File: config.mk
export PLATFORM = sky130hd
export DESIGN_NAME = phy_link_supervisor
export DESIGN_NICKNAME = d
export VERILOG_FILES = /design/src/rtl/pls_pkg.sv /design/src/rtl/pls_core.sv /design/src/rtl/phy_link_supervisor.sv
export SDC_FILE = /design/constraint.sdc
export NUM_CORES = 1
export LEC_CHECK = 0
export BUFFER_PORTS_ARGS = -buffer_cell sky130_fd_sc_hd__buf_2
export CELL_PAD_IN_SITES_DETAIL_PLACEMENT = 0
export CELL_PAD_IN_SITES_GLOBAL_PLACEMENT = 1
export CORE_AREA = 2 2 92 94
export CTS_CLUSTER_DIAMETER = 100
export DETAILED_ROUTE_END_ITERATION = 6
export DIE_AREA = 0 0 94 96
export PLACE_DENSITY_LB_ADDON = 0.1
export SLEW_MARGIN = 30
export SYNTH_ARGS = -nofsm -noshare
export SYNTH_HDL_FRONTEND = slang
export SYNTH_SLANG_ARGS = --single-unit
File: constraint.sdc
create_clock -name clk -period 4.8 [get_ports clk]
set_input_delay 0.48 -clock clk [delete_from_list [all_inputs] [get_ports clk]]
set_output_delay 0.48 -clock clk [all_outputs]
set_load 0.02 [all_outputs]
File: src/rtl/pls_pkg.sv
// ----------------------------------------------------------------------------
// pls_pkg: shared types and constants for the PHY link supervisor
// Holds the beat layouts, the register index codes, the step codes and the
// clause-22 frame builder.
// ----------------------------------------------------------------------------
package pls_pkg;

  localparam int IN_TDATA_W  = 24;
  localparam int OUT_TDATA_W = 40;
  localparam int CFG_ADDR_W  = 2;
  localparam int CFG_DATA_W  = 16;

  localparam logic [CFG_ADDR_W-1:0] CFG_PHY_ADDR    = 2'd0;
  localparam logic [CFG_ADDR_W-1:0] CFG_STATUS_REG  = 2'd1;
  localparam logic [CFG_ADDR_W-1:0] CFG_CONTROL_VAL = 2'd2;

  localparam logic [4:0]  PHY_ADDR_RST    = 5'd1;
  localparam logic [4:0]  STATUS_REG_RST  = 5'd16;
  localparam logic [15:0] CONTROL_VAL_RST = 16'h1100;

  localparam logic [4:0] REG_BMCR = 5'd0;
  localparam logic [4:0] REG_BMSR = 5'd1;

  localparam int BMSR_LINK_BIT   = 2;
  localparam int STS_LINK_BIT    = 0;
  localparam int STS_SPEED10_BIT = 1;
  localparam int STS_DUPLEX_BIT  = 2;

  localparam logic [1:0] OP_READ  = 2'd2;
  localparam logic [1:0] OP_WRITE = 2'd1;

  // linking sequence steps
  localparam logic [2:0] LS_READ_BMSR   = 3'd0;
  localparam logic [2:0] LS_WAIT_BMSR   = 3'd1;
  localparam logic [2:0] LS_WRITE_BMCR  = 3'd2;
  localparam logic [2:0] LS_READ_STATUS = 3'd3;
  localparam logic [2:0] LS_WAIT_STATUS = 3'd4;
  localparam logic [2:0] LS_DONE        = 3'd5;

  typedef struct packed {
    logic [4:0]  phy_address;
    logic [4:0]  status_reg_address;
    logic [15:0] control_write_value;
  } pls_cfg_t;

  typedef struct packed {
    logic       mode_connected;
    logic [2:0] link_step;
    logic       check_step;
    logic       speed_flag;
    logic       duplex_flag;
    logic       receive_enabled;
  } pls_state_t;

  typedef struct packed {
    logic        poll_receive;
    logic        full_duplex;
    logic        speed_100;
    logic        rx_enable;
    logic        connected;
    logic [31:0] mdio_command;
    logic        command_valid;
  } pls_result_t;

  function automatic logic [31:0] frame_word(input logic [1:0]  op,
                                             input logic [4:0]  phy,
                                             input logic [4:0]  regad,
                                             input logic [15:0] data);
    frame_word = {2'b01, op, phy, regad, 2'b10, data};
  endfunction

endpackage

File: src/rtl/pls_core.sv
// ----------------------------------------------------------------------------
// pls_core: link supervision state and per-tick step logic
// Holds the supervisor state and computes the result of the tick in the
// input register; the state advances when that tick moves on.
// ----------------------------------------------------------------------------
module pls_core (
  input  logic                 clk,
  input  logic                 rst_n,
  input  logic                 step_en,
  input  logic                 mdio_idle,
  input  logic [15:0]          mdio_read_data,
  input  pls_pkg::pls_cfg_t    cfg,
  output pls_pkg::pls_result_t result
);
  import pls_pkg::*;

  pls_state_t st_r;
  pls_state_t st_nxt;
  logic       valid;
  logic [31:0] cmd;
  logic       poll;
  logic       link_ok;

  always_comb begin
    st_nxt  = st_r;
    valid   = 1'b0;
    cmd     = '0;
    poll    = 1'b0;
    link_ok = 1'b1;
    if (!st_r.mode_connected) begin
      unique case (st_r.link_step)
        LS_READ_BMSR: begin
          valid            = 1'b1;
          cmd              = frame_word(OP_READ, cfg.phy_address, REG_BMSR, 16'd0);
          st_nxt.link_step = LS_WAIT_BMSR;
        end
        LS_WAIT_BMSR: begin
          if (mdio_idle) begin
            st_nxt.link_step = mdio_read_data[BMSR_LINK_BIT] ? LS_WRITE_BMCR : LS_READ_BMSR;
          end
        end
        LS_WRITE_BMCR: begin
          valid            = 1'b1;
          cmd              = frame_word(OP_WRITE, cfg.phy_address, REG_BMCR,
                                        cfg.control_write_value);
          st_nxt.link_step = LS_READ_STATUS;
        end
        LS_READ_STATUS: begin
          if (mdio_idle) begin
            valid            = 1'b1;
            cmd              = frame_word(OP_READ, cfg.phy_address,
                                          cfg.status_reg_address, 16'd0);
            st_nxt.link_step = LS_WAIT_STATUS;
          end
        end
        LS_WAIT_STATUS: begin
          if (mdio_idle) begin
            if (mdio_read_data[STS_LINK_BIT]) begin
              st_nxt.speed_flag      = ~mdio_read_data[STS_SPEED10_BIT];
              st_nxt.duplex_flag     = mdio_read_data[STS_DUPLEX_BIT];
              st_nxt.link_step       = LS_DONE;
              st_nxt.mode_connected  = 1'b1;
              st_nxt.receive_enabled = 1'b1;
            end else begin
              st_nxt.link_step = LS_READ_STATUS;
            end
          end
        end
        default: begin
        end
      endcase
    end else begin
      if (!st_r.check_step) begin
        valid             = 1'b1;
        cmd               = frame_word(OP_READ, cfg.phy_address, REG_BMSR, 16'd0);
        st_nxt.check_step = 1'b1;
      end else if (mdio_idle) begin
        link_ok           = mdio_read_data[BMSR_LINK_BIT];
        st_nxt.check_step = 1'b0;
      end
      if (!link_ok) begin
        st_nxt.receive_enabled = 1'b0;
        st_nxt.link_step       = LS_READ_BMSR;
        st_nxt.mode_connected  = 1'b0;
      end else begin
        poll = 1'b1;
      end
    end
  end

  always_comb begin
    result.command_valid = valid;
    result.mdio_command  = cmd;
    result.connected     = st_nxt.mode_connected;
    result.rx_enable     = st_nxt.receive_enabled;
    result.speed_100     = st_nxt.speed_flag;
    result.full_duplex   = st_nxt.duplex_flag;
    result.poll_receive  = poll;
  end

  always_ff @(posedge clk) begin
    if (!rst_n) begin
      st_r <= '0;
    end else if (step_en) begin
      st_r <= st_nxt;
    end
  end

endmodule

File: src/rtl/phy_link_supervisor.sv
// ----------------------------------------------------------------------------
// phy_link_supervisor: MDIO-driven Ethernet PHY link supervisor
// One polling tick per input beat, one result beat per tick.
//
//   channel | dir | beat content (low bit first)
//   in_     | in  | mdio_idle, mdio_read_data
//   out_    | out | command_valid, mdio_command, connected, rx_enable,
//           |     | speed_100, full_duplex, poll_receive
//   cfg_    | in  | register index, write data (no read-back)
//
// The path is input register, step logic, output register. One beat per
// cycle is sustained while the output is not stalled; the supervisor state
// is updated as the input register hands its tick to the output register.
// Reset clears the state and loads the register defaults; no clearing pass.
// A stalled output holds its beat and stops the input register behind it.
// ----------------------------------------------------------------------------
module phy_link_supervisor (
  input  logic                              clk,
  input  logic                              rst_n,
  input  logic                              in_tvalid,
  output logic                              in_tready,
  // [0] mdio_idle, [16:1] mdio_read_data, [23:17] zero
  input  logic [pls_pkg::IN_TDATA_W-1:0]    in_tdata,
  output logic                              out_tvalid,
  input  logic                              out_tready,
  // [0] command_valid, [32:1] mdio_command, [33] connected, [34] rx_enable,
  // [35] speed_100, [36] full_duplex, [37] poll_receive, [39:38] zero
  output logic [pls_pkg::OUT_TDATA_W-1:0]   out_tdata,
  input  logic                              cfg_wr_en,
  input  logic [pls_pkg::CFG_ADDR_W-1:0]    cfg_addr,
  input  logic [pls_pkg::CFG_DATA_W-1:0]    cfg_wdata
);
  import pls_pkg::*;

  pls_cfg_t    cfg_r;
  logic        in_valid_r;
  logic        in_idle_r;
  logic [15:0] in_rdata_r;
  logic        out_valid_r;
  pls_result_t out_data_r;
  pls_result_t result;
  logic        advance;
  logic        step_en;

  assign advance   = !out_valid_r || out_tready;
  assign in_tready = !in_valid_r || advance;
  assign step_en   = in_valid_r && advance;

  always_ff @(posedge clk) begin
    if (!rst_n) begin
      cfg_r.phy_address         <= PHY_ADDR_RST;
      cfg_r.status_reg_address  <= STATUS_REG_RST;
      cfg_r.control_write_value <= CONTROL_VAL_RST;
    end else if (cfg_wr_en) begin
      unique case (cfg_addr)
        CFG_PHY_ADDR:    cfg_r.phy_address         <= cfg_wdata[4:0];
        CFG_STATUS_REG:  cfg_r.status_reg_address  <= cfg_wdata[4:0];
        CFG_CONTROL_VAL: cfg_r.control_write_value <= cfg_wdata;
        default: begin
        end
      endcase
    end
  end

  always_ff @(posedge clk) begin
    if (!rst_n) begin
      in_valid_r <= 1'b0;
    end else if (in_tready) begin
      in_valid_r <= in_tvalid;
    end
  end

  always_ff @(posedge clk) begin
    if (in_tready && in_tvalid) begin
      in_idle_r  <= in_tdata[0];
      in_rdata_r <= in_tdata[16:1];
    end
  end

  pls_core u_core (
    .clk            (clk),
    .rst_n          (rst_n),
    .step_en        (step_en),
    .mdio_idle      (in_idle_r),
    .mdio_read_data (in_rdata_r),
    .cfg            (cfg_r),
    .result         (result)
  );

  always_ff @(posedge clk) begin
    if (!rst_n) begin
      out_valid_r <= 1'b0;
    end else if (advance) begin
      out_valid_r <= in_valid_r;
    end
  end

  always_ff @(posedge clk) begin
    if (step_en) begin
      out_data_r <= result;
    end
  end

  assign out_tvalid = out_valid_r;
  assign out_tdata  = {2'b00, out_data_r};

endmodule

==> impl_metrics.json, run 1 <==
{
  "cp.buffers_inverters": 2,
  "area_growth_syn_to_layout_pct": 20.0,
  "start_util_pct": 38.0,
  "synth_ff_type": "edfxtp_1",
  "criticalPathCategory": "reg2reg",
  "diodes": 0,
  "grt_overflow_total": 0,
  "critPathCaptureType": "register",
  "power_w": 0.00140,
  "worstMarginPinSlew_ps": 723,
  "cts.path.max_buffers": 2,
  "finalMaxSlewViolations": 0,
  "powerDensity_nw_per_um2": 380,
  "cts_max_level": 3,
  "crit_slowest_cell": "buf_4",
  "ir_drop_mv": 0.154,
  "post_cts_buffers": 0,
  "ys_seq_area_share_pct": 61.8,
  "period_share_pct": 39.5,
  "avgSynthCellArea_um2": 11.6,
  "status": "finished clean",
  "p_leak_nw": 1.44,
  "synth.top_cell.area_share_pct": 38.3,
  "yosys_warnings": 0,
  "grt_pass1_vias": 1823,
  "grt_pass1_wl_mm": 9.25,
  "synth_top_cell_by_area": "edfxtp_1",
  "cp.required_ps": 5030,
  "grt_usage_pct": 13.6,
  "clock-sinks": 75,
  "fp.dieH_um": 96,
  "num_rows": 33,
  "ys_ff_latch": 75,
  "pre_cts_slack_ps": 2640,
  "fp.dieArea_um2": 9020,
  "final_area_um2": 3670,
  "vias": 1976,
  "synth_edf_count": 39,
  "cp.arrival_ps": 2130,
  "setup_viol_count_final": 0,
  "core-area_um2": 8050,
  "cts_tree": "built",
  "path_delay_family": "buffers and inverters",
  "worstHoldPathType": "in2reg",
  "insertion_delay_ps": 340,
  "cp_common_cell": "nor2b_1",
  "yosysMostFrequentCell": "nand2_1",
  "crit_chain": "nor2b_1 > nand2b_1 > inv_1 > buf_4 > nand2_1 > mux2i_1 > nor2b_1",
  "dpl_cell_area_um2": 3430,
  "clk_pin_slew_ps": 70,
  "drive_gt1_share_pct": 27.6,
  "fin_skew_ps": 8.14,
  "min_period_ps": 1900,
  "startpoint_type": "register",
  "die_w_um": 94,
  "fmax_mhz": 527,
  "drc": 0,
  "hold_violations": 0,
  "synth_common_cells": "45 x nand2_1, 39 x edfxtp_1, 36 x dfxtp_1",
  "ctsHoldBuffers": 0,
  "worstPathMaxFanout": 35,
  "wire_per_inst_um": 13.0,
  "hpwl_mm": 3.63,
  "finalSetupTns_ps": 0,
  "ctsResizeCount": 0,
  "antenna_found_initial": 0,
  "maxCapViolCount": 0,
  "viasPerCell": 4.54,
  "netlist_area_um2": 3060,
  "rsz0062_at_grt": "false",
  "wl_mm": 5.65,
  "detail-route-antenna-nets": 0,
  "syn-instance-count": 263,
  "numCtsBuffers": 9,
  "max_slew_margin_pct": 51.7,
  "synth_area_leaders": "edfxtp_1 38%, dfxtp_1 24%, nand2_1 5.5%",
  "drtIter0Drc": 77,
  "grt_max_degree": 40,
  "place_congestion": 0.764,
  "nets": 372,
  "critPathMaxStageDelay_ps": 440,
  "yosysUniqueCellTypes": 40,
  "root_buffer": "clkbuf_8",
  "async_flop_share_pct": 0,
  "worst_slack_ps": 2900,
  "place.port_buffers": 64,
  "io_pins": 89,
  "first_pass_iters": 4
}
## where the power goes
group / internal, W / switching, W
clock: 0.000344 / 0.000231
combinational: 0.0000408 / 0.0000654
sequential: 0.000700 / 0.0000141
## cell type report
type,instances,area (um2)
inverters,3,11.3
repair buffers,66,335
clock inverters,7,116
clock buffers,9,124
well taps,105,131
multi-input cells,170,1060
fillers,778,4380
flip-flops and latches,75,1890
## per-layer routing
| layer | share of wire (%) | up-vias | global-route usage (%) | wire length [um] |
|---|---|---|---|---|
| met4 | 2.0 | 0 | 6.76 | 112 |
| met5 | 0 | - | 0 | 0 |
| met3 | 5.0 | 10 | 3.29 | 285 |
| li1 | - | 1011 | - | - |
| met1 | 47 | 903 | 18.2 | 2670 |
| met2 | 46 | 52 | 20.5 | 2570 |
## worst paths after layout
kind	startpoint	end	slack, ps	cells after the start
min reg2reg	cfg_r[14]	cfg_r[14]	460	2
max	out_tvalid	u_core.st_r[3]	2900	7
max reg2reg	out_tvalid	u_core.st_r[3]	2900	7
min	in_tdata[3]	in_rdata_r[2]	310	1
## registers in the layout, indices dropped and copies added (netlist names)
name and flops:
out_tdata 35, cfg_r 26, u_core.st_r 8, in_rdata_r 3, in_idle_r 1, in_valid_r 1, out_tvalid 1
## stage by stage
| step | hold WS [ps] | utilization (%) | cells |
|---|---|---|---|
| after floorplan | 432 | - | 266 |
| after global placement | 444 | 42.6 | 419 |
| after detailed placement | 447 | 42.6 | 419 |
| after CTS | 299 | 45.6 | 435 |
| after global routing | 297 | 45.6 | 435 |
| final | 314 | 45.6 | 435 |
## worst reg2reg max path, stage by stage (launching register included)
cell and delay (ps):
dfxtp_1 310, nor2b_1 150, nand2b_1 280, inv_1 250, buf_4 450, nand2_1 130
mux2i_1 170, nor2b_1 60
## layout by cell type (no fill, tap or decap), types with 2 or more instances in the layout
| master | count |
|---|---|
| buf_2 | 64 |
| nand2_1 | 45 |
| edfxtp_1 | 39 |
| dfxtp_1 | 36 |
| and2_1 | 26 |
| nor2b_1 | 15 |
| a21boi_0 | 15 |
| mux2i_1 | 14 |
| nor2_1 | 9 |
| clkbuf_8 | 9 |
| nand3_1 | 5 |
| o21ai_0 | 4 |
| conb_1 | 4 |
| inv_1 | 3 |
| a21oi_1 | 3 |
| bufinv_16 | 3 |
| nand2b_1 | 2 |
| o21a_1 | 2 |
| nor4_4 | 2 |
| or2_2 | 2 |
| a21o_1 | 2 |
| nand3b_1 | 2 |
| xnor2_1 | 2 |
| clkinv_2 | 2 |
| buf_4 | 2 |
## cell families after synthesis
kind of cell,Yosys count,share of synthesized area (%)
other,1,0.123
and+or+nand+nor,118,21.3
muxes,15,5.07
DFF,75,61.8
xor gates and xnor gates,2,0.572
AOI/OAI and AO/OA,31,7.28
buffers and inverters,21,3.88
Power figures use the tool's default switching activity.
==> run 2, diff against run 1 <==
Clock period 4.8 ns to 1.8 ns, I/O delays scaled along.
==> impl_metrics.json, run 2 (synthesis results as in run 1) <==
{
  "finalMaxSlewViolations": 0,
  "wl_mm": 5.86,
  "min_period_ps": 1630,
  "finalSetupTns_ps": 0,
  "drtIter0Drc": 78,
  "post_cts_buffers": 0,
  "fin_hold_ws_ps": 47.0,
  "first_pass_iters": 4,
  "final_cell_mix": "64 x buf_2, 45 x nand2_1, 39 x edfxtp_1",
  "r2r_slack_ps": 170,
  "worstPathMaxFanout": 8,
  "drive_gt1_share_pct": 30.4,
  "fp.dieArea_um2": 9020,
  "dpl_cell_area_um2": 3530,
  "rsz0062_at_grt": "false",
  "critPathMaxStageDelay_ps": 490,
  "cts.path.max_buffers": 2,
  "cts_tree": "built",
  "crit_slowest_cell": "dfxtp_1",
  "layout.cells.non_filler": 450,
  "antenna_found_initial": 0,
  "p_leak_nw": 1.50,
  "diodes": 0,
  "cp.buffers_inverters": 0,
  "die_w_um": 94,
  "fmax_mhz": 615,
  "wire_per_inst_um": 13.0,
  "vias": 2014,
  "crit_chain": "nand3_1 > nor4_4 > mux2_4 > nor2_1 > nor2_1",
  "path_delay_family": "simple AND/OR/NAND/NOR gates",
  "worstHoldPathType": "in2reg",
  "detail-route-antenna-nets": 0,
  "setup_viol_count_final": 0,
  "grt_pass1_vias": 1814,
  "criticalPathCategory": "reg2reg",
  "numCtsBuffers": 9,
  "num_rows": 33,
  "final_area_um2": 3790,
  "ir_drop_mv": 0.321,
  "grt_overflow_total": 0,
  "io_pins": 89,
  "clock-sinks": 75,
  "fp.dieH_um": 96,
  "core-area_um2": 8050,
  "powerDensity_nw_per_um2": 952,
  "worstMarginPinSlew_ps": 521,
  "insertion_delay_ps": 340,
  "status": "finished clean",
  "maxCapViolCount": 0,
  "cp.arrival_ps": 1860,
  "cts_max_level": 3,
  "nFillCells": 785,
  "mostFrequentLayoutCell": "buf_2",
  "startpoint_type": "register",
  "cp_common_cell": "nor2_1",
  "clk_pin_slew_ps": 80,
  "largest_reg_flops": 35,
  "cp.required_ps": 2030,
  "grt_max_degree": 19,
  "start_util_pct": 38.0,
  "place.port_buffers": 64,
  "critPathCaptureType": "register",
  "root_buffer": "clkbuf_8",
  "period_share_pct": 90.4,
  "hpwl_mm": 4.13,
  "hold_violations": 0,
  "grt_pass1_wl_mm": 9.32,
  "fin_skew_ps": 9.71,
  "place_congestion": 0.785,
  "area_growth_syn_to_layout_pct": 23.8,
  "nets": 387,
  "placed_cells": 430,
  "grt_usage_pct": 13.9,
  "viasPerCell": 4.48,
  "drc": 0,
  "max_slew_margin_pct": 65.1
}
run 2: cell types whose count changed in the layout (fill, tap and decap cells not counted), sizes merged:
| cell | delta |
|---|---|
| buf | +11 |
| bufinv | -1 |
| clkbuf | +2 |
| dlygate4sd3 | +4 |
| inv | -1 |
run 2: final timing paths:
kind,cells past startpoint,from,to
worst max-delay path,5,u_core.st_r[6],u_core.st_r[1]
worst min register to register,2,cfg_r[11],cfg_r[11]
worst min-delay path,3,cfg_wdata[12],cfg_r[12]
worst max register to register,5,u_core.st_r[6],u_core.st_r[1]
run 2: worst register-to-register path, cell delays in order, from the launching register on:
cell and delay [ps]:
dfxtp_1 490, nand3_1 200, nor4_4 330, mux2_4 350
nor2_1 100, nor2_1 50
run 2: what timing repair did:
item                                    in CTS  in global routing
hold buffers                                 2                  2
endpoints found under the hold margin        2                  2
endpoints found under the setup margin       0                  1
gates resized for setup                      0                  1
run 2: layer usage:
layer | wire, um | share of wire, % | track usage (%)
met5 | 0 | 0 | 0
met4 | 123 | 2.1 | 7.37
met3 | 295 | 5.0 | 3.45
met2 | 2630 | 45 | 20.5
met1 | 2810 | 48 | 18.9
run 2: layout make-up:
| cell class | count | area (um2) | area share, % |
|---|---|---|---|
| Inverter | 3 | 15.0 | 0.396 |
| Tap cell | 105 | 131 | 3.47 |
| Timing Repair Buffer | 81 | 458 | 12.1 |
| Multi-Input combinational cell | 170 | 1080 | 28.6 |
| Sequential cell | 75 | 1890 | 50.0 |
| Clock buffer | 11 | 131 | 3.47 |
| Clock inverter | 5 | 78.8 | 2.08 |
run 2: through the flow:
stage | setup WS (ps) | total power [W] | util (%)
3_5_place_dp | 87.7 | 0.00226 | 43.9
2_1_floorplan | 17.1 | 0.00215 | -
5_1_grt | 42.3 | 0.00378 | 47.1
3_3_place_gp | 161 | 0.00225 | 43.9
6_report | 173 | 0.00361 | 47.1
4_1_cts | 61.1 | 0.00365 | 46.7
run 2: power by group:
| part | switching (W) | internal [W] | leakage, nW |
|---|---|---|---|
| Clock | 0.000610 | 0.000780 | 0.107 |
| Combinational | 0.000184 | 0.000131 | 0.732 |
| Sequential | 0.0000353 | 0.00187 | 0.659 |
==> run 3, diff against run 2 <==
Settings changed: CORE_AREA 2 2 92 94 to 3 3 100 102, DIE_AREA 0 0 94 96 to 0 0 103 105, SYNTH_HIERARCHICAL set to 1, TNS_END_PERCENT set to 10.
==> impl_metrics.json, run 3 <==
{
  "status": "finished clean",
  "fp.dieArea_um2": 10800,
  "antenna_found_initial": 0,
  "ctsResizeCount": 0,
  "min_period_ps": 1600,
  "core-area_um2": 9200,
  "period_share_pct": 88.8,
  "criticalPathCategory": "reg2reg",
  "worstHoldPathType": "in2reg",
  "drtIter0Drc": 48,
  "cp.arrival_ps": 1800,
  "grt_pass1_wl_mm": 10.1,
  "avgSynthCellArea_um2": 11.8,
  "hold_violations": 0,
  "area_growth_syn_to_layout_pct": 22.0,
  "place_congestion": 0.763,
  "viasPerCell": 4.60,
  "start_util_pct": 34.6,
  "numCtsBuffers": 9,
  "maxCapViolCount": 0,
  "ir_drop_mv": 0.297,
  "yosys_warnings": 6,
  "drive_gt1_share_pct": 30.3,
  "wl_mm": 6.51,
  "clk_pin_slew_ps": 80,
  "pre_cts_slack_ps": 254,
  "finalMaxSlewViolations": 0,
  "max_slew_margin_pct": 51.4,
  "wire_per_inst_um": 14.1,
  "rsz0062_at_grt": "false",
  "syn-instance-count": 270,
  "diodes": 0,
  "worstPathMaxFanout": 6,
  "worstMarginPinSlew_ps": 722,
  "mostFrequentLayoutCell": "buf_2",
  "grt_usage_pct": 12.3,
  "place.port_buffers": 66,
  "cp.required_ps": 2000,
  "first_pass_iters": 4,
  "clock-sinks": 78,
  "largest_reg_flops": 38,
  "critPathCaptureType": "register",
  "powerDensity_nw_per_um2": 915,
  "fmax_mhz": 626,
  "grt_max_degree": 33,
  "finalSetupTns_ps": 0,
  "cts_max_level": 3,
  "cts_tree": "built",
  "setup_viol_count_final": 0,
  "fp.dieH_um": 105,
  "die_w_um": 103,
  "drc": 0,
  "cts.path.max_buffers": 2,
  "grt_overflow_total": 0,
  "p_leak_nw": 1.61,
  "grt_pass1_vias": 2033,
  "worst_slack_ps": 202,
  "netlist_area_um2": 3180,
  "insertion_delay_ps": 340,
  "root_buffer": "clkbuf_8",
  "power_w": 0.00355,
  "detail-route-antenna-nets": 0,
  "fin_skew_ps": 8.40,
  "vias": 2120,
  "startpoint_type": "register",
  "io_pins": 89,
  "nets": 392,
  "num_rows": 35,
  "final_core_util_pct": 42.2,
  "hpwl_mm": 4.54,
  "final_cell_mix": "66 x buf_2, 47 x nand2_1, 42 x edfxtp_1"
}
[run 3: metal layers]
| metal | share of wire (%) | track usage (%) | vias up |
|---|---|---|---|
| li1 | - | - | 1072 |
| met5 | 0 | 0 | - |
| met1 | 49 | 16.9 | 990 |
| met2 | 45 | 18.3 | 53 |
| met3 | 4.6 | 3.94 | 5 |
| met4 | 0.86 | 4.16 | 0 |
[run 3: final timing paths]
kind / to / depth (start not counted) / slack (ps) / from
setup / recovery: out_tdata[22] / 4 / 200 / u_core/st_r[5]
hold / removal: cfg_r[11] / 3 / 70 / cfg_wdata[11]
setup reg to reg: out_tdata[22] / 4 / 200 / u_core/st_r[5]
hold reg to reg: cfg_r[2] / 2 / 450 / cfg_r[2]
[run 3: layout make-up]
type / instances / area [um2]
Fill cell: 927 / 5320
Clock buffer: 11 / 141
Clock inverter: 5 / 50.0
Multi-Input combinational cell: 161 / 1040
Tap cell: 111 / 139
Sequential cell: 78 / 1980
Timing Repair Buffer: 86 / 490
Inverter: 9 / 33.8
[run 3: worst max-delay path: stages (launching register included)]
cell	delay (ps)
dfxtp_1	400
buf_4	170
nand2b_2	90
nor3_1	570
and2_1	230
[run 3: where the power goes]
group,leakage (nW),total [W],switching [W],internal [W]
registers,0.696,0.00196,0.0000250,0.00194
clock network,0.0944,0.00130,0.000630,0.000668
logic,0.818,0.000289,0.000173,0.000116
[run 3: timing repair]
item | CTS | global route
hold endpoints to repair | 3 | 1
buffers inserted | 0 | 0
hold buffers | 3 | 1
[run 3: stage by stage]
| stage | cells | hold slack [ps] | cell area (um2) |
|---|---|---|---|
| after floorplan | 272 | 279 | 3200 |
| after CTS | 460 | 1.53 | 3870 |
| after detailed placement | 441 | 360 | 3650 |
| final | 461 | 70.3 | 3880 |
| after global routing | 461 | 62.5 | 3880 |
| after global placement | 441 | 358 | 3650 |
